File: config.mk
export PLATFORM = sky130hd
export DESIGN_NAME = sbus_frame_receiver_flat
export DESIGN_NICKNAME = d
export VERILOG_FILES = /design/src/rtl/sbusrx_pkg.sv /design/src/rtl/sbusrx_if.sv /design/src/rtl/sbusrx_window.sv /design/src/rtl/sbus_frame_receiver.sv /design/src/flat_wrapper.sv
export SDC_FILE = /design/constraint.sdc
export NUM_CORES = 1
export LEC_CHECK = 0
export BUFFER_PORTS_ARGS = -buffer_cell sky130_fd_sc_hd__buf_2
export CAP_MARGIN = 30
export CORE_MARGIN = 2
export CORE_UTILIZATION = 34
export CTS_BUF_LIST = sky130_fd_sc_hd__clkbuf_16
export CTS_CLUSTER_SIZE = 25
export DETAILED_ROUTE_END_ITERATION = 12
export GPL_TIMING_DRIVEN = 0
export SYNTH_ARGS = -nofsm -noshare
export SYNTH_HDL_FRONTEND = slang
export SYNTH_SLANG_ARGS = --single-unit
File: constraint.sdc
create_clock -name clock -period 13.5 [get_ports clock]
set_input_delay 2.7 -clock clock [delete_from_list [all_inputs] [get_ports clock]]
set_output_delay 2.7 -clock clock [all_outputs]
set_load 0.02 [all_outputs]
File: src/rtl/sbusrx_pkg.sv
package sbusrx_pkg;

   localparam int FRAME_BYTES = 25;
   localparam int WIN_IDX_W   = $clog2(FRAME_BYTES);
   localparam int FILL_W      = $clog2(FRAME_BYTES + 1);

   localparam int CHANNELS    = 16;
   localparam int CHAN_IDX_W  = 4;
   localparam int CHAN_VAL_W  = 11;
   localparam int BYTE_W      = 8;
   localparam int CSR_DATA_W  = 32;
   localparam int CSR_ADDR_W  = 3;

   localparam logic [WIN_IDX_W-1:0] FLAG_BYTE_IDX = WIN_IDX_W'(FRAME_BYTES - 2);

   localparam logic [BYTE_W-1:0] FLAG_HIGH_MASK = 8'hF0;
   localparam logic [BYTE_W-1:0] HEADER_RESET   = 8'h0F;
   localparam logic [BYTE_W-1:0] FOOTER_RESET   = 8'h00;

   localparam int FLAG_DIGITAL_ONE = 0;
   localparam int FLAG_DIGITAL_TWO = 1;
   localparam int FLAG_LOST_FRAME  = 2;
   localparam int FLAG_FAIL_SAFE   = 3;

   typedef enum logic {
      REG_HEADER = 1'b0,
      REG_FOOTER = 1'b1
   } csr_reg_type;

   typedef struct packed {
      logic                 wr_en;
      logic [WIN_IDX_W-1:0] wr_idx;
      logic                 rd_en;
      logic [WIN_IDX_W-1:0] rd_idx;
      logic [WIN_IDX_W-1:0] head;
   } win_ctrl_type;

   // ring position of an offset from the window head
   function automatic logic [WIN_IDX_W-1:0] wrap_add(input logic [WIN_IDX_W-1:0] base,
                                                     input logic [WIN_IDX_W-1:0] off);
      logic [WIN_IDX_W:0] sum;
      sum = {1'b0, base} + {1'b0, off};
      if (sum >= (WIN_IDX_W + 1)'(FRAME_BYTES)) begin
         sum = sum - (WIN_IDX_W + 1)'(FRAME_BYTES);
      end
      return sum[WIN_IDX_W-1:0];
   endfunction

endpackage

File: src/rtl/sbusrx_if.sv
interface sbusrx_req_if
   import sbusrx_pkg::*;
();
   logic              valid;
   logic              ready;
   logic [BYTE_W-1:0] rx_byte;

   modport source (output valid, output rx_byte, input ready);
   modport sink   (input valid, input rx_byte, output ready);
endinterface

interface sbusrx_rsp_if
   import sbusrx_pkg::*;
();
   logic                  valid;
   logic                  ready;
   logic [CHAN_IDX_W-1:0] channel_number;
   logic [CHAN_VAL_W-1:0] channel_value;
   logic                  digital_one;
   logic                  digital_two;
   logic                  lost_frame;
   logic                  fail_safe;
   logic                  frame_end;

   modport source (output valid, output channel_number, output channel_value,
                   output digital_one, output digital_two, output lost_frame,
                   output fail_safe, output frame_end, input ready);
   modport sink   (input valid, input channel_number, input channel_value,
                   input digital_one, input digital_two, input lost_frame,
                   input fail_safe, input frame_end, output ready);
endinterface

File: src/rtl/sbusrx_window.sv
module sbusrx_window
   import sbusrx_pkg::*;
(
   input  logic              clock,
   input  win_ctrl_type      ctrl,
   input  logic [BYTE_W-1:0] wr_data,
   output logic [BYTE_W-1:0] rd_data
);

   logic [BYTE_W-1:0]    mem_ff [FRAME_BYTES];
   logic [BYTE_W-1:0]    rd_data_ff;
   logic [WIN_IDX_W-1:0] wr_phys;
   logic [WIN_IDX_W-1:0] rd_phys;

   assign wr_phys = wrap_add(ctrl.head, ctrl.wr_idx);
   assign rd_phys = wrap_add(ctrl.head, ctrl.rd_idx);

   always_ff @(posedge clock) begin
      if (ctrl.wr_en) begin
         mem_ff[wr_phys] <= wr_data;
      end
      if (ctrl.rd_en) begin
         rd_data_ff <= mem_ff[rd_phys];
      end
   end

   assign rd_data = rd_data_ff;

endmodule

File: src/rtl/sbus_frame_receiver.sv
// A byte that completes no frame keeps ST_IDLE; the next is taken in the following cycle.
// The 25th byte starts the header and flag reads through the single window read port.
// A valid frame then streams 16 channel transactions, each three byte reads and an output
// load; input is held off until the last one is loaded, and a busy output stalls the load.
// An invalid frame resynchronises by reading and comparing stored bytes up to the next header.
// Reset empties the window and restores header 0x0F and footer 0x00; window contents stay.
module sbus_frame_receiver
   import sbusrx_pkg::*;
(
   input  logic                  clock,
   input  logic                  reset,
   sbusrx_req_if.sink            req_chan,
   sbusrx_rsp_if.source          rsp_chan,
   input  logic                  psel,
   input  logic                  penable,
   input  logic                  pwrite,
   input  logic [CSR_ADDR_W-1:0] paddr,
   input  logic [CSR_DATA_W-1:0] pwdata,
   output logic [CSR_DATA_W-1:0] prdata,
   output logic                  pready
);

   typedef enum logic [3:0] {
      ST_IDLE,
      ST_RD_HDR,
      ST_RD_FLG,
      ST_CHECK,
      ST_DROP_RD,
      ST_DROP_CMP,
      ST_CH_RD0,
      ST_CH_RD1,
      ST_CH_RD2,
      ST_CH_OUT
   } state_type;

   state_type             state_ff;
   logic [FILL_W-1:0]     fill_ff;
   logic [WIN_IDX_W-1:0]  head_ff;
   logic [FILL_W-1:0]     scan_ff;
   logic [CHAN_IDX_W-1:0] chan_ff;
   logic                  hdr_ok_ff;
   logic                  footer_ok_ff;
   logic [3:0]            flags_ff;
   logic [BYTE_W-1:0]     b0_ff;
   logic [BYTE_W-1:0]     b1_ff;
   logic [BYTE_W-1:0]     header_ff;
   logic [BYTE_W-1:0]     footer_ff;

   logic                  rsp_valid_ff;
   logic [CHAN_IDX_W-1:0] rsp_number_ff;
   logic [CHAN_VAL_W-1:0] rsp_value_ff;
   logic [3:0]            rsp_flags_ff;
   logic                  rsp_end_ff;

   win_ctrl_type          win_ctrl;
   logic [BYTE_W-1:0]     rd_data;
   logic                  req_accept;
   logic                  req_keep;
   logic [FILL_W-1:0]     fill_in;
   logic                  rsp_load;
   logic                  frame_ok;
   logic                  csr_write;
   csr_reg_type           csr_sel;
   logic [7:0]            bitpos;
   logic [WIN_IDX_W-1:0]  chan_idx;
   logic [2:0]            chan_shift;
   logic [23:0]           chan_word;

   assign req_chan.ready = (state_ff == ST_IDLE);
   assign req_accept     = req_chan.valid && req_chan.ready;
   // drop stray bytes while the window is empty
   assign req_keep       = req_accept && !(fill_ff == '0 && req_chan.rx_byte != header_ff);
   assign fill_in        = fill_ff + FILL_W'(1);

   assign bitpos     = 8'({chan_ff, 3'b000}) + 8'({chan_ff, 1'b0}) + 8'(chan_ff);
   assign chan_idx   = WIN_IDX_W'(bitpos[7:3]) + WIN_IDX_W'(1);
   assign chan_shift = bitpos[2:0];
   assign chan_word  = {rd_data, b1_ff, b0_ff};

   assign frame_ok = hdr_ok_ff && footer_ok_ff && ((rd_data & FLAG_HIGH_MASK) == '0);
   assign rsp_load = (state_ff == ST_CH_OUT) && (!rsp_valid_ff || rsp_chan.ready);

   always_comb begin
      win_ctrl        = '0;
      win_ctrl.head   = head_ff;
      win_ctrl.wr_en  = req_keep;
      win_ctrl.wr_idx = fill_ff[WIN_IDX_W-1:0];
      unique case (state_ff)
         ST_RD_HDR: begin
            win_ctrl.rd_en  = 1'b1;
            win_ctrl.rd_idx = '0;
         end
         ST_RD_FLG: begin
            win_ctrl.rd_en  = 1'b1;
            win_ctrl.rd_idx = FLAG_BYTE_IDX;
         end
         ST_DROP_RD: begin
            win_ctrl.rd_en  = (scan_ff < fill_ff);
            win_ctrl.rd_idx = scan_ff[WIN_IDX_W-1:0];
         end
         ST_CH_RD0: begin
            win_ctrl.rd_en  = 1'b1;
            win_ctrl.rd_idx = chan_idx;
         end
         ST_CH_RD1: begin
            win_ctrl.rd_en  = 1'b1;
            win_ctrl.rd_idx = chan_idx + WIN_IDX_W'(1);
         end
         ST_CH_RD2: begin
            win_ctrl.rd_en  = 1'b1;
            win_ctrl.rd_idx = chan_idx + WIN_IDX_W'(2);
         end
         default: begin
            win_ctrl.rd_en = 1'b0;
         end
      endcase
   end

   sbusrx_window u_window (
      .clock   (clock),
      .ctrl    (win_ctrl),
      .wr_data (req_chan.rx_byte),
      .rd_data (rd_data)
   );

   always_ff @(posedge clock) begin
      if (reset) begin
         state_ff     <= ST_IDLE;
         fill_ff      <= '0;
         head_ff      <= '0;
         rsp_valid_ff <= 1'b0;
      end else begin
         // output register: hold until taken
         if (rsp_load) begin
            rsp_valid_ff  <= 1'b1;
            rsp_number_ff <= chan_ff;
            rsp_value_ff  <= CHAN_VAL_W'(chan_word >> chan_shift);
            rsp_flags_ff  <= flags_ff;
            rsp_end_ff    <= (chan_ff == CHAN_IDX_W'(CHANNELS - 1));
         end else if (rsp_chan.ready) begin
            rsp_valid_ff <= 1'b0;
         end
         unique case (state_ff)
            ST_IDLE: begin
               if (req_keep) begin
                  fill_ff <= fill_in;
                  if (fill_in == FILL_W'(FRAME_BYTES)) begin
                     footer_ok_ff <= (req_chan.rx_byte == footer_ff);
                     state_ff     <= ST_RD_HDR;
                  end
               end
            end
            ST_RD_HDR: begin
               state_ff <= ST_RD_FLG;
            end
            ST_RD_FLG: begin
               hdr_ok_ff <= (rd_data == header_ff);
               state_ff  <= ST_CHECK;
            end
            ST_CHECK: begin
               flags_ff <= rd_data[3:0];
               if (frame_ok) begin
                  chan_ff  <= '0;
                  state_ff <= ST_CH_RD0;
               end else begin
                  scan_ff  <= FILL_W'(1);
                  state_ff <= ST_DROP_RD;
               end
            end
            ST_DROP_RD: begin
               if (scan_ff >= fill_ff) begin
                  fill_ff  <= '0;
                  state_ff <= ST_IDLE;
               end else begin
                  state_ff <= ST_DROP_CMP;
               end
            end
            ST_DROP_CMP: begin
               // advance the head to the next stored header byte
               if (rd_data == header_ff) begin
                  head_ff  <= wrap_add(head_ff, scan_ff[WIN_IDX_W-1:0]);
                  fill_ff  <= fill_ff - scan_ff;
                  state_ff <= ST_IDLE;
               end else begin
                  scan_ff  <= scan_ff + FILL_W'(1);
                  state_ff <= ST_DROP_RD;
               end
            end
            ST_CH_RD0: begin
               state_ff <= ST_CH_RD1;
            end
            ST_CH_RD1: begin
               b0_ff    <= rd_data;
               state_ff <= ST_CH_RD2;
            end
            ST_CH_RD2: begin
               b1_ff    <= rd_data;
               state_ff <= ST_CH_OUT;
            end
            ST_CH_OUT: begin
               if (rsp_load) begin
                  if (chan_ff == CHAN_IDX_W'(CHANNELS - 1)) begin
                     fill_ff  <= '0;
                     state_ff <= ST_IDLE;
                  end else begin
                     chan_ff  <= chan_ff + CHAN_IDX_W'(1);
                     state_ff <= ST_CH_RD0;
                  end
               end
            end
            default: begin
               state_ff <= ST_IDLE;
            end
         endcase
      end
   end

   assign rsp_chan.valid          = rsp_valid_ff;
   assign rsp_chan.channel_number = rsp_number_ff;
   assign rsp_chan.channel_value  = rsp_value_ff;
   assign rsp_chan.digital_one    = rsp_flags_ff[FLAG_DIGITAL_ONE];
   assign rsp_chan.digital_two    = rsp_flags_ff[FLAG_DIGITAL_TWO];
   assign rsp_chan.lost_frame     = rsp_flags_ff[FLAG_LOST_FRAME];
   assign rsp_chan.fail_safe      = rsp_flags_ff[FLAG_FAIL_SAFE];
   assign rsp_chan.frame_end      = rsp_end_ff;

   assign pready    = 1'b1;
   assign csr_write = psel && penable && pwrite && pready;
   assign csr_sel   = csr_reg_type'(paddr[2]);

   always_ff @(posedge clock) begin
      if (reset) begin
         header_ff <= HEADER_RESET;
         footer_ff <= FOOTER_RESET;
      end else if (csr_write) begin
         unique case (csr_sel)
            REG_HEADER: header_ff <= pwdata[BYTE_W-1:0];
            REG_FOOTER: footer_ff <= pwdata[BYTE_W-1:0];
            default:    header_ff <= header_ff;
         endcase
      end
   end

   always_comb begin
      unique case (csr_sel)
         REG_HEADER: prdata = CSR_DATA_W'(header_ff);
         REG_FOOTER: prdata = CSR_DATA_W'(footer_ff);
         default:    prdata = '0;
      endcase
   end

`ifndef SYNTHESIS
   a_fill_range: assert property (@(posedge clock) disable iff (reset)
      fill_ff <= FILL_W'(FRAME_BYTES))
      else $error("window fill beyond frame length");

   a_head_range: assert property (@(posedge clock) disable iff (reset)
      head_ff < WIN_IDX_W'(FRAME_BYTES))
      else $error("window head outside ring");

   a_scan_bound: assert property (@(posedge clock) disable iff (reset)
      state_ff == ST_DROP_CMP |-> scan_ff < fill_ff && scan_ff != '0)
      else $error("resync scan outside stored bytes");

   a_no_overwrite: assert property (@(posedge clock) disable iff (reset)
      rsp_load && rsp_valid_ff |-> rsp_chan.ready)
      else $error("pending transaction overwritten");

   a_full_checks: assert property (@(posedge clock) disable iff (reset)
      state_ff == ST_RD_HDR |-> fill_ff == FILL_W'(FRAME_BYTES))
      else $error("frame check started on partial window");
`endif

endmodule
File: src/flat_wrapper.sv
// flat-port wrapper written by rule: the top's interface ports become plain ports
module sbus_frame_receiver_flat import sbusrx_pkg::*;
  (clock, reset, psel, penable, pwrite, paddr, pwdata, prdata, pready, req_chan_valid, req_chan_rx_byte, req_chan_ready, rsp_chan_valid, rsp_chan_channel_number, rsp_chan_channel_value, rsp_chan_digital_one, rsp_chan_digital_two, rsp_chan_lost_frame, rsp_chan_fail_safe, rsp_chan_frame_end, rsp_chan_ready);
  sbusrx_req_if req_chan_i ();
  sbusrx_rsp_if rsp_chan_i ();
  input  logic clock;
  input  logic reset;
  input  logic psel;
  input  logic penable;
  input  logic pwrite;
  input  logic [CSR_ADDR_W-1:0] paddr;
  input  logic [CSR_DATA_W-1:0] pwdata;
  output logic [CSR_DATA_W-1:0] prdata;
  output logic pready;
  input wire logic [$bits(req_chan_i.valid)-1:0] req_chan_valid;
  input wire logic [$bits(req_chan_i.rx_byte)-1:0] req_chan_rx_byte;
  output wire logic [$bits(req_chan_i.ready)-1:0] req_chan_ready;
  output wire logic [$bits(rsp_chan_i.valid)-1:0] rsp_chan_valid;
  output wire logic [$bits(rsp_chan_i.channel_number)-1:0] rsp_chan_channel_number;
  output wire logic [$bits(rsp_chan_i.channel_value)-1:0] rsp_chan_channel_value;
  output wire logic [$bits(rsp_chan_i.digital_one)-1:0] rsp_chan_digital_one;
  output wire logic [$bits(rsp_chan_i.digital_two)-1:0] rsp_chan_digital_two;
  output wire logic [$bits(rsp_chan_i.lost_frame)-1:0] rsp_chan_lost_frame;
  output wire logic [$bits(rsp_chan_i.fail_safe)-1:0] rsp_chan_fail_safe;
  output wire logic [$bits(rsp_chan_i.frame_end)-1:0] rsp_chan_frame_end;
  input wire logic [$bits(rsp_chan_i.ready)-1:0] rsp_chan_ready;
  assign req_chan_i.valid = req_chan_valid;
  assign req_chan_i.rx_byte = req_chan_rx_byte;
  assign req_chan_ready = req_chan_i.ready;
  assign rsp_chan_valid = rsp_chan_i.valid;
  assign rsp_chan_channel_number = rsp_chan_i.channel_number;
  assign rsp_chan_channel_value = rsp_chan_i.channel_value;
  assign rsp_chan_digital_one = rsp_chan_i.digital_one;
  assign rsp_chan_digital_two = rsp_chan_i.digital_two;
  assign rsp_chan_lost_frame = rsp_chan_i.lost_frame;
  assign rsp_chan_fail_safe = rsp_chan_i.fail_safe;
  assign rsp_chan_frame_end = rsp_chan_i.frame_end;
  assign rsp_chan_i.ready = rsp_chan_ready;
  sbus_frame_receiver u_core (.clock(clock), .reset(reset), .req_chan(req_chan_i), .rsp_chan(rsp_chan_i), .psel(psel), .penable(penable), .pwrite(pwrite), .paddr(paddr), .pwdata(pwdata), .prdata(prdata), .pready(pready));
endmodule
======== After elaboration in Yosys (flattened, before gate mapping) ========
Memories as Yosys holds them, arrays and structs flattened. A register that Yosys moved wholly into a read port is not among the register bits.
Index checks and enable logic that the tools add are counted.
storage, ports and cells
  memories kept ........................... 1
  logic and storage cells ................. 128
  register bits ........................... 82
  bits of input ports ..................... 50
  RAM bits ................................ 200
memories
  memory                  depth  bits a word  rd ports  clocked after Yosys merged registers in  write ports  RTL line             RTL
  u_core.u_window.mem_ff  25     8            1         1                                        1            sbusrx_window.sv:10  logic [BYTE_W-1:0] mem_ff [FRAME_BYTES];
cells by class
  $add $sub $neg .......................... 15
  reduce and logical (&&, ||, !) cells .... 32
  eq/ne operators ......................... 24
  bitwise operators ....................... 2
  shift operators ......................... 1
  magnitude comparators ................... 5
  muxes and demuxes ....................... 31
operators with widths
  cell                                                                                 number
  32-bit case mux with 2 select lines                                                  1
  5-bit two-way mux                                                                    10
  4-bit case mux with 10 select lines                                                  1
  5-bit case mux with 5 select lines                                                   1
  4-bit two-way mux                                                                    6
  24-bit by 3-bit >> shifter with 11-bit output                                        1
  5-bit by 1-bit adder with 5-bit output, second input constant                        4
  5-bit case mux with 4 select lines                                                   1
  5-bit by 5-bit adder with 6-bit output                                               3
  6-bit by 5-bit greater-or-equal comparator with 1-bit output, second input constant  3
  4-bit by 3-bit equality test with 1-bit output, second input constant                4
  8-bit equality test                                                                  2
  2-bit AND reduction                                                                  8
  5-bit subtractor, second input constant                                              3
  4-bit equality test, second input constant                                           3
  2-bit inequality test, second input constant                                         6
  5-bit case mux with 2 select lines                                                   1
  3-bit two-way mux                                                                    3
  7-bit by 5-bit adder with 8-bit output                                               1
  8-bit by 4-bit adder with 8-bit output                                               1
  4-bit by 2-bit equality test with 1-bit output, second input constant                2
  1-bit logical AND                                                                    8
  8-bit zero test                                                                      1
  2-bit by 1-bit inequality test with 1-bit output, second input constant              4
  other kinds (24)                                                                     32

======== Longest topological paths before layout ========
Gate-level depths: netlist of the first run.
  depth in word-level cells ............... 8
  mapped depth ............................ 25

======== By module ========
A second synthesis of the first run with hierarchy kept.
unflattened totals
  cells, all modules ...................... 1,205
  area total of the unflattened synthesis .. 14,241.2 sq um
by module, submodules not included
  module               area an instance (sq um)  times used  cells each
  sbusrx_window        8,922.3                   1           670
  sbus_frame_receiver  5,318.9                   1           535

======== Worst setup path before layout of the first run ========
OpenSTA, ideal clock, no wires.
  path type ............................... input to output
  start point ............................. input port paddr[2]
  end point ............................... output port prdata[0]
  data arrival time ....................... 3.433 ns
  slack ................................... 7.367 ns
  stages .................................. 2
  cell sequence ........................... clkbuf_1 > mux2_2
between the ends
  word-level cells in the longest chain between the ends .. 2
ends and longest elaborated chain
  element                                RTL line                    RTL
  start: declaration                     flat_wrapper.sv:11          input logic [CSR_ADDR_W-1:0] paddr;
  1-bit inverter                         sbus_frame_receiver.sv:245  unique case (csr_sel)
  32-bit case mux with 2 select lines *  sbus_frame_receiver.sv:245
  end: declaration                       flat_wrapper.sv:13          output logic [CSR_DATA_W-1:0] prdata;
Mark *: on every way between the ends. The rest lies on a longest branch, timed or not. The select of a mux whose other input is x is not followed.

======== Worst setup path in the final report of the first run ========
  start point ............................. register u_core.chan_ff[2]
  end point ............................... register u_core.u_window.rd_data_ff[4] (netlist: u_core.u_window.rd_data[4]) (read register of u_core.u_window.mem_ff), data pin
between the ends
  word-level cells in the longest chain between the ends .. 8
  elaborated cells on any way between the ends .. 10
ends and longest elaborated chain
  element                                                                                           RTL line                                                RTL
  start: declaration                                                                                sbus_frame_receiver.sv:40                               logic [CHAN_IDX_W-1:0] chan_ff;
  start signal: assignment                                                                          sbus_frame_receiver.sv:206                              chan_ff <= chan_ff + CHAN_IDX_W'(1);
  7-bit by 5-bit adder with 8-bit output                                                            sbus_frame_receiver.sv:75                               assign bitpos = 8'({chan_ff, 3'b000}) + 8'({chan_ff, 1'b0}) + 8'(chan_ff);
  8-bit by 4-bit adder with 8-bit output *                                                          sbus_frame_receiver.sv:75
  5-bit by 1-bit adder with 5-bit output *                                                          sbus_frame_receiver.sv:76                               assign chan_idx = WIN_IDX_W'(bitpos[7:3]) + WIN_IDX_W'(1);
  5-bit by 2-bit adder with 5-bit output or 5-bit by 1-bit adder with 5-bit output (tied branches)  sbus_frame_receiver.sv:111, sbus_frame_receiver.sv:107
  5-bit case mux with 5 select lines *                                                              sbus_frame_receiver.sv:88                               unique case (state_ff)
  5-bit by 5-bit adder with 6-bit output *                                                          sbusrx_pkg.sv:42                                        sum = {1'b0, base} + {1'b0, off};
  5-bit subtractor or 6-bit by 5-bit greater-or-equal comparator with 1-bit output (tied branches)  sbusrx_pkg.sv:44, sbusrx_pkg.sv:43
  5-bit two-way mux *                                                                               sbusrx_pkg.sv:43                                        if (sum >= (WIN_IDX_W + 1)'(FRAME_BYTES)) begin
  end: declaration                                                                                  sbusrx_window.sv:11                                     logic [BYTE_W-1:0] rd_data_ff;
Mark *: on every way between the ends. The rest lies on a longest branch, timed or not.
A chain may end at the register's enable or synchronous reset.

==> results.json, run 1 <==
{
  "ctsLongestPathBuffers": 3,
  "crit_path_cell_trace": "fa_1 > fa_1 > xor2_1 > ha_1 > nor3_1 > a21oi_1 > o21ai_0 > a32oi_1 > o22ai_1 > fa_1 > inv_1 > ha_1 > inv_1 > o32a_2 > a31oi_2 > o31ai_4 > o31ai_1 > clkbuf_1 > a222oi_1 > a22oi_1 > nand2_1",
  "layout_min_cycle_time_ps": 7290,
  "layout_worst_path_cycle_share": 0.5400,
  "placement.cell_area_um2": 15110,
  "power_switching_mw": 0.3888,
  "synth_area_um2": 14080,
  "fraction_of_registers_with_async_set_reset": 0,
  "synth_enable_flop_cells": 259,
  "routed.top_layer": "met5",
  "total_buffers_and_inverters_traversed_by_the_critical_path": 3,
  "grt_remaining_overflow": 0,
  "power.clock.fraction": 0.452,
  "finish.instance_area_um2": 16140,
  "fin_setup_tns_ps": 0,
  "synth_top_area_share": 0.5522,
  "clock_tree_skew_after_final_layout_ps": 7.646,
  "final_net_count": 1329,
  "cp_top_family": "compound AO/OA/AOI/OAI gates",
  "cap_violations": 0,
  "drc": 0,
  "cts_sinks": 290,
  "powerDensity_nw_per_um2": 115.5,
  "clock_tree_root": "sky130_fd_sc_hd__clkbuf_16",
  "finalWeightedCongestion": 0.8642,
  "area.growth.synth_to_final_pct": 14.58,
  "hpwlAfterDp_um": 24420,
  "critical-path-max-stage-delay_ps": 850,
  "critPathSlowestCell": "sky130_fd_sc_hd__o31ai_1",
  "met3RoutedLength_um": 2043,
  "setup.worst_path.start_class": "flip-flop",
  "fillerInstances": 3813,
  "start_util": 0.3449,
  "dieHeight_um": 207.5,
  "setup_slack_of_the_worst_register_to_register_path_ps": 6210,
  "power_switching_share": 0.2085,
  "ctsResizeCount": 0,
  "n_antenna_cell": 0,
  "ys_dominant_reg_cell": "sky130_fd_sc_hd__edfxtp_1",
  "worst-endpoint-required_ps": 13790,
  "internal-power_mw": 1.476,
  "ys_seq_elements": 290,
  "final_antenna_net_count": 0,
  "post_cts_buffers": 0,
  "cp.arrival_ps": 7580,
  "share_comb_of_total_power": 0.024,
  "worst_setup_hold_path_clk_slew_ps": 60,
  "vias": 9374,
  "numPortBuffers": 52,
  "fp.dieArea_um2": 43070,
  "die_width_um": 207.5,
  "report.final.slew_viol_count": 0,
  "run_status": "completed",
  "power_frac_seq": 0.523,
  "detail_route.first_pass.iterations": 5,
  "grt_start_max_net_pins": 28,
  "clkLatencyLatePin_ps": 580,
  "mostFrequentLayoutCell": "sky130_fd_sc_hd__edfxtp_1",
  "routedLengthMet1_um": 15440,
  "yosys.area.top_type": "sky130_fd_sc_hd__edfxtp_1",
  "setup.worst_path.class": "flip-flop to flip-flop",
  "tritoncts_clock_tree": "yes",
  "grt_first_pass_wirelength_um": 53340,
  "grt_pass1_vias": 9147,
  "irDropWorstVdd_mv": 0.07456,
  "synth_area_per_cell_um2": 12.54,
  "fp.coreArea_um2": 40830,
  "setup_repair_after_global_routing_missed_its_margin": "no",
  "commonest_cells_after_routing_fill_and_taps_aside": "sky130_fd_sc_hd__edfxtp_1 (259), sky130_fd_sc_hd__nand2_1 (123), sky130_fd_sc_hd__mux2i_1 (94), sky130_fd_sc_hd__nor2_1 (94), sky130_fd_sc_hd__buf_2 (60)",
  "hold_violations": 0,
  "cp_max_fo": 10,
  "syn-instance-count": 1123,
  "cp_capture_type": "flip-flop",
  "final_layout_size_suffix_gt1_frac": 0.1383,
  "detailedRoute.firstIterationViolations": 715,
  "track_usage": 0.1579,
  "final_core_utilization": 0.3952,
  "io_pins": 105,
  "avgViaCountPerCell": 5.237,
  "synth_area_leaders": "sky130_fd_sc_hd__edfxtp_1 (55%), sky130_fd_sc_hd__mux2i_1 (6.7%), sky130_fd_sc_hd__dfxtp_1 (4.4%), sky130_fd_sc_hd__ha_1 (3.5%), sky130_fd_sc_hd__nand2_1 (3.3%)",
  "postRouteWirelength_um": 34460,
  "cts.htree.levels": 1,
  "fmaxAchievable_mhz": 137.2,
  "met2_wirelength_um": 16080,
  "yosys.cell_types.count": 64,
  "post_drt_wl_per_cell_um": 19.25,
  "placement.setup.worst_slack_ps": 6334,
  "antenna_found_initial": 1,
  "cts_hold_buf": 0,
  "synth.yosys.seq_area_share": 0.5963,
  "p_leak_nw": 5.583,
  "num_rows": 74,
  "min-delay-path-class": "flip-flop to flip-flop",
  "synth-warning-count": 0,
  "numCtsBuffers": 31,
  "finalSetupViolations": 0,
  "relSlewSlack": 0.3178,
  "critPathMostFrequentCell": "sky130_fd_sc_hd__fa_1",
  "worstMarginPinSlew_ps": 1015,
  "timing.final.ws_setup_ps": 6210
}
==> synthesized netlist by cell type, drive strengths merged, types with 2 or more instances <==
master and n:
edfxtp 259, or3 2, nor3 13, o32a 2, and3 3, mux4 3, a22oi 20, o21ai 29
o211ai 5, nand2b 7, inv 31, o221ai 2, nor2 95, a211oi 8, nor2b 8, mux2i 94
mux2 17, conb 2, buf 45, a222oi 24, o21bai 6, nor4 6, nand2 123, nand3 25
o22ai 8, xnor2 40, a211o 4, xor2 18, o32ai 3, fa 6, nor4b 2, clkbuf 26
o21a 2, a21oi 47, a31oi 28, and2 5, o31ai 8, a32oi 3, nand4 8, a21o 8
dfxtp 31, ha 39
==> power by group through the flow <==
stage               sequential [mW]  clock, mW  combinational (mW)
floorplan                     0.994          0              0.0237
global placement              0.995          0              0.0449
detailed placement            0.995          0              0.0456
CTS                           0.976      0.860              0.0456
global route                  0.975      0.894              0.0488
finish                        0.976      0.843              0.0455
==> registers in the layout (all words and copies together) (netlist names) <==
name                            cells
u_core.u_window.rd_data             8
u_core.chan_ff                      4
u_core.head_ff                      5
u_core.footer_ok_ff                 1
u_core.footer_ff                    8
u_core.rsp_chan.frame_end           1
u_core.header_ff                    8
u_core.state_ff                     4
u_core.hdr_ok_ff                    1
u_core.fill_ff                      5
u_core.rsp_chan.valid               1
u_core.b0_ff                        8
u_core.scan_ff                      5
u_core.rsp_flags_ff                 4
u_core.flags_ff                     4
u_core.u_window.mem_ff            200
u_core.rsp_chan.channel_value      11
u_core.rsp_chan.channel_number      4
u_core.b1_ff                        8
==> cells by family after synthesis <==
family	count (synthesis)	share of synthesized area
AOI/OAI and AO/OA	214	0.1072
xor gates and xnor gates	58	0.03660
adders and majority gates	45	0.04317
buffers and inverters	102	0.03989
DFF	290	0.5963
muxes	114	0.08519
other	2	0.0005332
and+or+nand+nor	298	0.09114
==> worst reg2reg max path: stages, from the launching register on <==
cell and delay [ps]:
sky130_fd_sc_hd__edfxtp_1 510, sky130_fd_sc_hd__fa_1 550, sky130_fd_sc_hd__fa_1 480, sky130_fd_sc_hd__xor2_1 290
sky130_fd_sc_hd__ha_1 350, sky130_fd_sc_hd__nor3_1 160, sky130_fd_sc_hd__a21oi_1 50, sky130_fd_sc_hd__o21ai_0 170
sky130_fd_sc_hd__a32oi_1 80, sky130_fd_sc_hd__o22ai_1 380, sky130_fd_sc_hd__fa_1 550, sky130_fd_sc_hd__inv_1 170
sky130_fd_sc_hd__ha_1 300, sky130_fd_sc_hd__inv_1 70, sky130_fd_sc_hd__o32a_2 420, sky130_fd_sc_hd__a31oi_2 230
sky130_fd_sc_hd__o31ai_4 160, sky130_fd_sc_hd__o31ai_1 850, sky130_fd_sc_hd__clkbuf_1 500, sky130_fd_sc_hd__a222oi_1 180
sky130_fd_sc_hd__a22oi_1 370, sky130_fd_sc_hd__nand2_1 190
==> cell type report <==
cell class	instances	area, µm²	share of cell area
buffer	71	445.4	0.02760
tap	532	665.6	0.04125
clock inverter	25	212.7	0.01318
timing repair buffer	55	285.3	0.01768
clock buffer	32	800.8	0.04962
inverter	31	116.4	0.007210
multi-input combinational	754	5214	0.3231
sequential	290	8398	0.5204
==> worst paths after layout <==
path,endpoint,from,depth (start not counted)
max,u_core.u_window.rd_data[4]$_DFFE_PP_,u_core.chan_ff[2]$_SDFFCE_PN0P_,21
min,u_core.rsp_flags_ff[1]$_DFFE_PP_,u_core.flags_ff[1]$_DFFE_PP_,0
max reg2reg,u_core.u_window.rd_data[4]$_DFFE_PP_,u_core.chan_ff[2]$_SDFFCE_PN0P_,21
min reg2reg,u_core.rsp_flags_ff[1]$_DFFE_PP_,u_core.flags_ff[1]$_DFFE_PP_,0
==> through the flow <==
stage                     hold WS (ps)  cells  power (mW)
after floorplan                  400.3   1146       1.018
after global placement           405.7   1730       1.040
after detailed placement         411.1   1732       1.040
after CTS                        425.6   1789       1.881
after global routing             428.9   1790       1.918
final                            421.6   1790       1.865
==> metal layers <==
metal / vias up / track usage
met3: 58 / 0.02421
met5: - / 0
met4: 2 / 0.04507
li1: 4419 / -
met2: 305 / 0.2585
met1: 4590 / 0.2174
Power figures use the tool's default switching activity.
==> run 2: changes to the inputs <==
- clock period: 13.5 -> 6.1 ns (I/O delays scaled with it)
==> run 2 against run 1 <==
Cell count increased by 1.9%; first-iteration DRC count increased by 3.5%; clock power increased by 120%; critical endpoint unchanged; largest power group unchanged.
==> results.json, run 2 (synthesis gave the netlist of run 1 again) <==
{
  "powerDensity_nw_per_um2": 246.5,
  "ff_to_ff_start": "u_core.chan_ff[2]$_SDFFCE_PN0P_",
  "ctsLongestPathBuffers": 3,
  "grt_remaining_overflow": 0,
  "n_antenna_cell": 0,
  "critPathMostFrequentCell": "sky130_fd_sc_hd__fa_2",
  "clock_tree_root": "sky130_fd_sc_hd__clkbuf_16",
  "relSlewSlack": 0.3710,
  "vias": 9505,
  "cts_sinks": 290,
  "tritoncts_clock_tree": "yes",
  "power_switching_mw": 0.8637,
  "min-delay-path-class": "flip-flop to flip-flop",
  "power_frac_seq": 0.523,
  "postRouteWirelength_um": 35330,
  "total_buffers_and_inverters_traversed_by_the_critical_path": 4,
  "start_util": 0.3449,
  "final_antenna_net_count": 0,
  "seqCellArea_um2": 8398,
  "io_pins": 105,
  "mostFrequentLayoutCell": "sky130_fd_sc_hd__edfxtp_1",
  "clkLatencyLatePin_ps": 590,
  "timing.reg2reg.worst_path_depth": 23,
  "worst-endpoint-required_ps": 6530,
  "avgViaCountPerCell": 5.211,
  "fillerInstances": 3739,
  "grt_start_max_net_pins": 28,
  "critical-path-max-stage-delay_ps": 630,
  "finalWeightedCongestion": 0.8642,
  "setup_repair_after_global_routing_missed_its_margin": "yes",
  "hpwlAfterDp_um": 24420,
  "irDropWorstVdd_mv": 0.1665,
  "final_core_utilization": 0.4103,
  "finalSetupViolations": 0,
  "final_net_count": 1363,
  "track_usage": 0.1597,
  "report.final.slew_viol_count": 0,
  "cap_violations": 0,
  "dieHeight_um": 207.5,
  "cp.arrival_ps": 6420,
  "numPortBuffers": 52,
  "post_drt_wl_per_cell_um": 19.37,
  "run_status": "completed",
  "fin_setup_tns_ps": 0,
  "power.clock.fraction": 0.453,
  "power_switching_share": 0.2091,
  "area.growth.synth_to_final_pct": 18.94,
  "commonest_cells_after_routing_fill_and_taps_aside": "sky130_fd_sc_hd__edfxtp_1 (259), sky130_fd_sc_hd__nand2_1 (123), sky130_fd_sc_hd__nor2_1 (94), sky130_fd_sc_hd__mux2i_1 (89), sky130_fd_sc_hd__buf_4 (59)",
  "worstHoldStart": "u_core.flags_ff[3]$_DFFE_PP_",
  "drc": 0,
  "placedCellCount": 1732,
  "antenna_found_initial": 1,
  "timing.hold.worst_endpoint": "u_core.rsp_flags_ff[3]$_DFFE_PP_",
  "internal-power_mw": 3.266,
  "share_comb_of_total_power": 0.024,
  "largest_register_ff_count": 200,
  "cp_top_family": "compound AO/OA/AOI/OAI gates",
  "cts.htree.levels": 1,
  "setup_slack_of_the_worst_register_to_register_path_ps": 110,
  "fmaxAchievable_mhz": 166.8,
  "detail_route.first_pass.iterations": 5,
  "hold_violations": 0,
  "layout_worst_path_cycle_share": 0.9826,
  "fp.dieArea_um2": 43070,
  "cp_max_fo": 10,
  "setup.worst_path.start_class": "flip-flop",
  "grt_pass1_vias": 9292,
  "num_rows": 74,
  "detailedRoute.firstIterationViolations": 740,
  "setup.worst_path.class": "flip-flop to flip-flop",
  "cts_hold_buf": 0,
  "stdcell_count": 1824,
  "min_delay_path_depth": 0,
  "fp.coreArea_um2": 40830,
  "max_flop_register": "u_core.u_window.mem_ff",
  "grt_first_pass_wirelength_um": 53960,
  "clock_tree_skew_after_final_layout_ps": 11.17,
  "final_layout_size_suffix_gt1_frac": 0.1912,
  "worst_r2r_endpoint": "u_core.u_window.rd_data[4]$_DFFE_PP_",
  "area_of_combinational_cells_with_multiple_inputs_um2": 5524,
  "die_width_um": 207.5,
  "critPathSlowestCell": "sky130_fd_sc_hd__fa_2",
  "worstMarginPinSlew_ps": 940.1,
  "crit_path_cell_trace": "fa_2 > fa_2 > xor2_4 > ha_4 > nor3_2 > a21oi_1 > o21ai_1 > a32oi_1 > o22ai_2 > fa_2 > inv_4 > ha_1 > o32a_4 > a31oi_4 > o31ai_4 > o2111ai_2 > buf_6 > buf_12 > buf_12 > mux2i_1 > a222oi_1 > a22oi_1 > nand2_1",
  "worst_setup_hold_path_clk_slew_ps": 60,
  "cp_capture_type": "flip-flop",
  "layout_min_cycle_time_ps": 5994,
  "numCtsBuffers": 31,
  "p_leak_nw": 5.831
}
[run 2: cell count changes in the layout (fill, tap and decap cells not counted), moves of 4 or more]
cell	before	now
sky130_fd_sc_hd__a22oi_1	20	16
sky130_fd_sc_hd__a22oi_2	0	4
sky130_fd_sc_hd__buf_4	28	59
sky130_fd_sc_hd__buf_6	3	7
sky130_fd_sc_hd__clkbuf_1	26	21
sky130_fd_sc_hd__clkbuf_2	0	4
sky130_fd_sc_hd__ha_1	39	35
sky130_fd_sc_hd__mux2i_1	94	89
sky130_fd_sc_hd__o21ai_0	29	25
[run 2: worst max-delay path by stage]
stage | from | slack, ps | end | cells past startpoint
after global placement | u_core.chan_ff[2]$_SDFFCE_PN0P_ | -1010 | u_core.u_window.rd_data[1]$_DFFE_PP_ | 21
after floorplan | u_core.chan_ff[2]$_SDFFCE_PN0P_ | 450 | u_core.u_window.rd_data[3]$_DFFE_PP_ | 21
after detailed placement | u_core.chan_ff[2]$_SDFFCE_PN0P_ | -1070 | u_core.u_window.rd_data[1]$_DFFE_PP_ | 21
after global routing | u_core.chan_ff[2]$_SDFFCE_PN0P_ | -90 | u_core.u_window.rd_data[5]$_DFFE_PP_ | 20
after CTS | u_core.chan_ff[0]$_SDFFCE_PN0P_ | -0.9 | u_core.u_window.rd_data[4]$_DFFE_PP_ | 22
final | u_core.chan_ff[2]$_SDFFCE_PN0P_ | 110 | u_core.u_window.rd_data[4]$_DFFE_PP_ | 23
[run 2: power groups by stage]
stage	Clock, mW	Sequential [mW]	Combinational (mW)
2_1_floorplan	0	2.20	0.0525
3_3_place_gp	0	2.20	0.0993
3_5_place_dp	0	2.20	0.101
4_1_cts	1.90	2.16	0.101
5_1_grt	1.98	2.16	0.108
6_report	1.87	2.16	0.101
[run 2: timing repair]
item,CTS,global route
setup endpoints to repair,8,8
pin swaps,12,22
gates resized for setup,32,47
cloned,0,2
setup buffers,14,18
[run 2: metrics by stage]
stage,instance area [µm²],worst slack [ps],total power [mW],hold slack (ps)
5_1_grt,16750,-89.06,4.245,428.9
3_5_place_dp,15110,-1066,2.303,411.1
3_3_place_gp,15100,-1015,2.301,405.7
6_report,16750,106.4,4.130,420.5
4_1_cts,16390,-0.9046,4.163,425.6
2_1_floorplan,14170,452.3,2.253,400.3
[run 2: metal layers]
layer  vias up  share of wire  global-route usage
met5         -        0.00020                   0
met4         2          0.024             0.04532
met3        58          0.055             0.02421
met2       296           0.47              0.2645
met1      4663           0.45              0.2176
li1       4486              -                   -
[run 2: layout make-up]
type / instances / area share
Multi-Input combinational cell: 754 / 0.3297
Clock buffer: 32 / 0.04780
Timing Repair Buffer: 89 / 0.03197
Sequential cell: 290 / 0.5013
Inverter: 31 / 0.007095
Clock inverter: 25 / 0.01270
Buffer: 71 / 0.02965
Tap cell: 532 / 0.03973
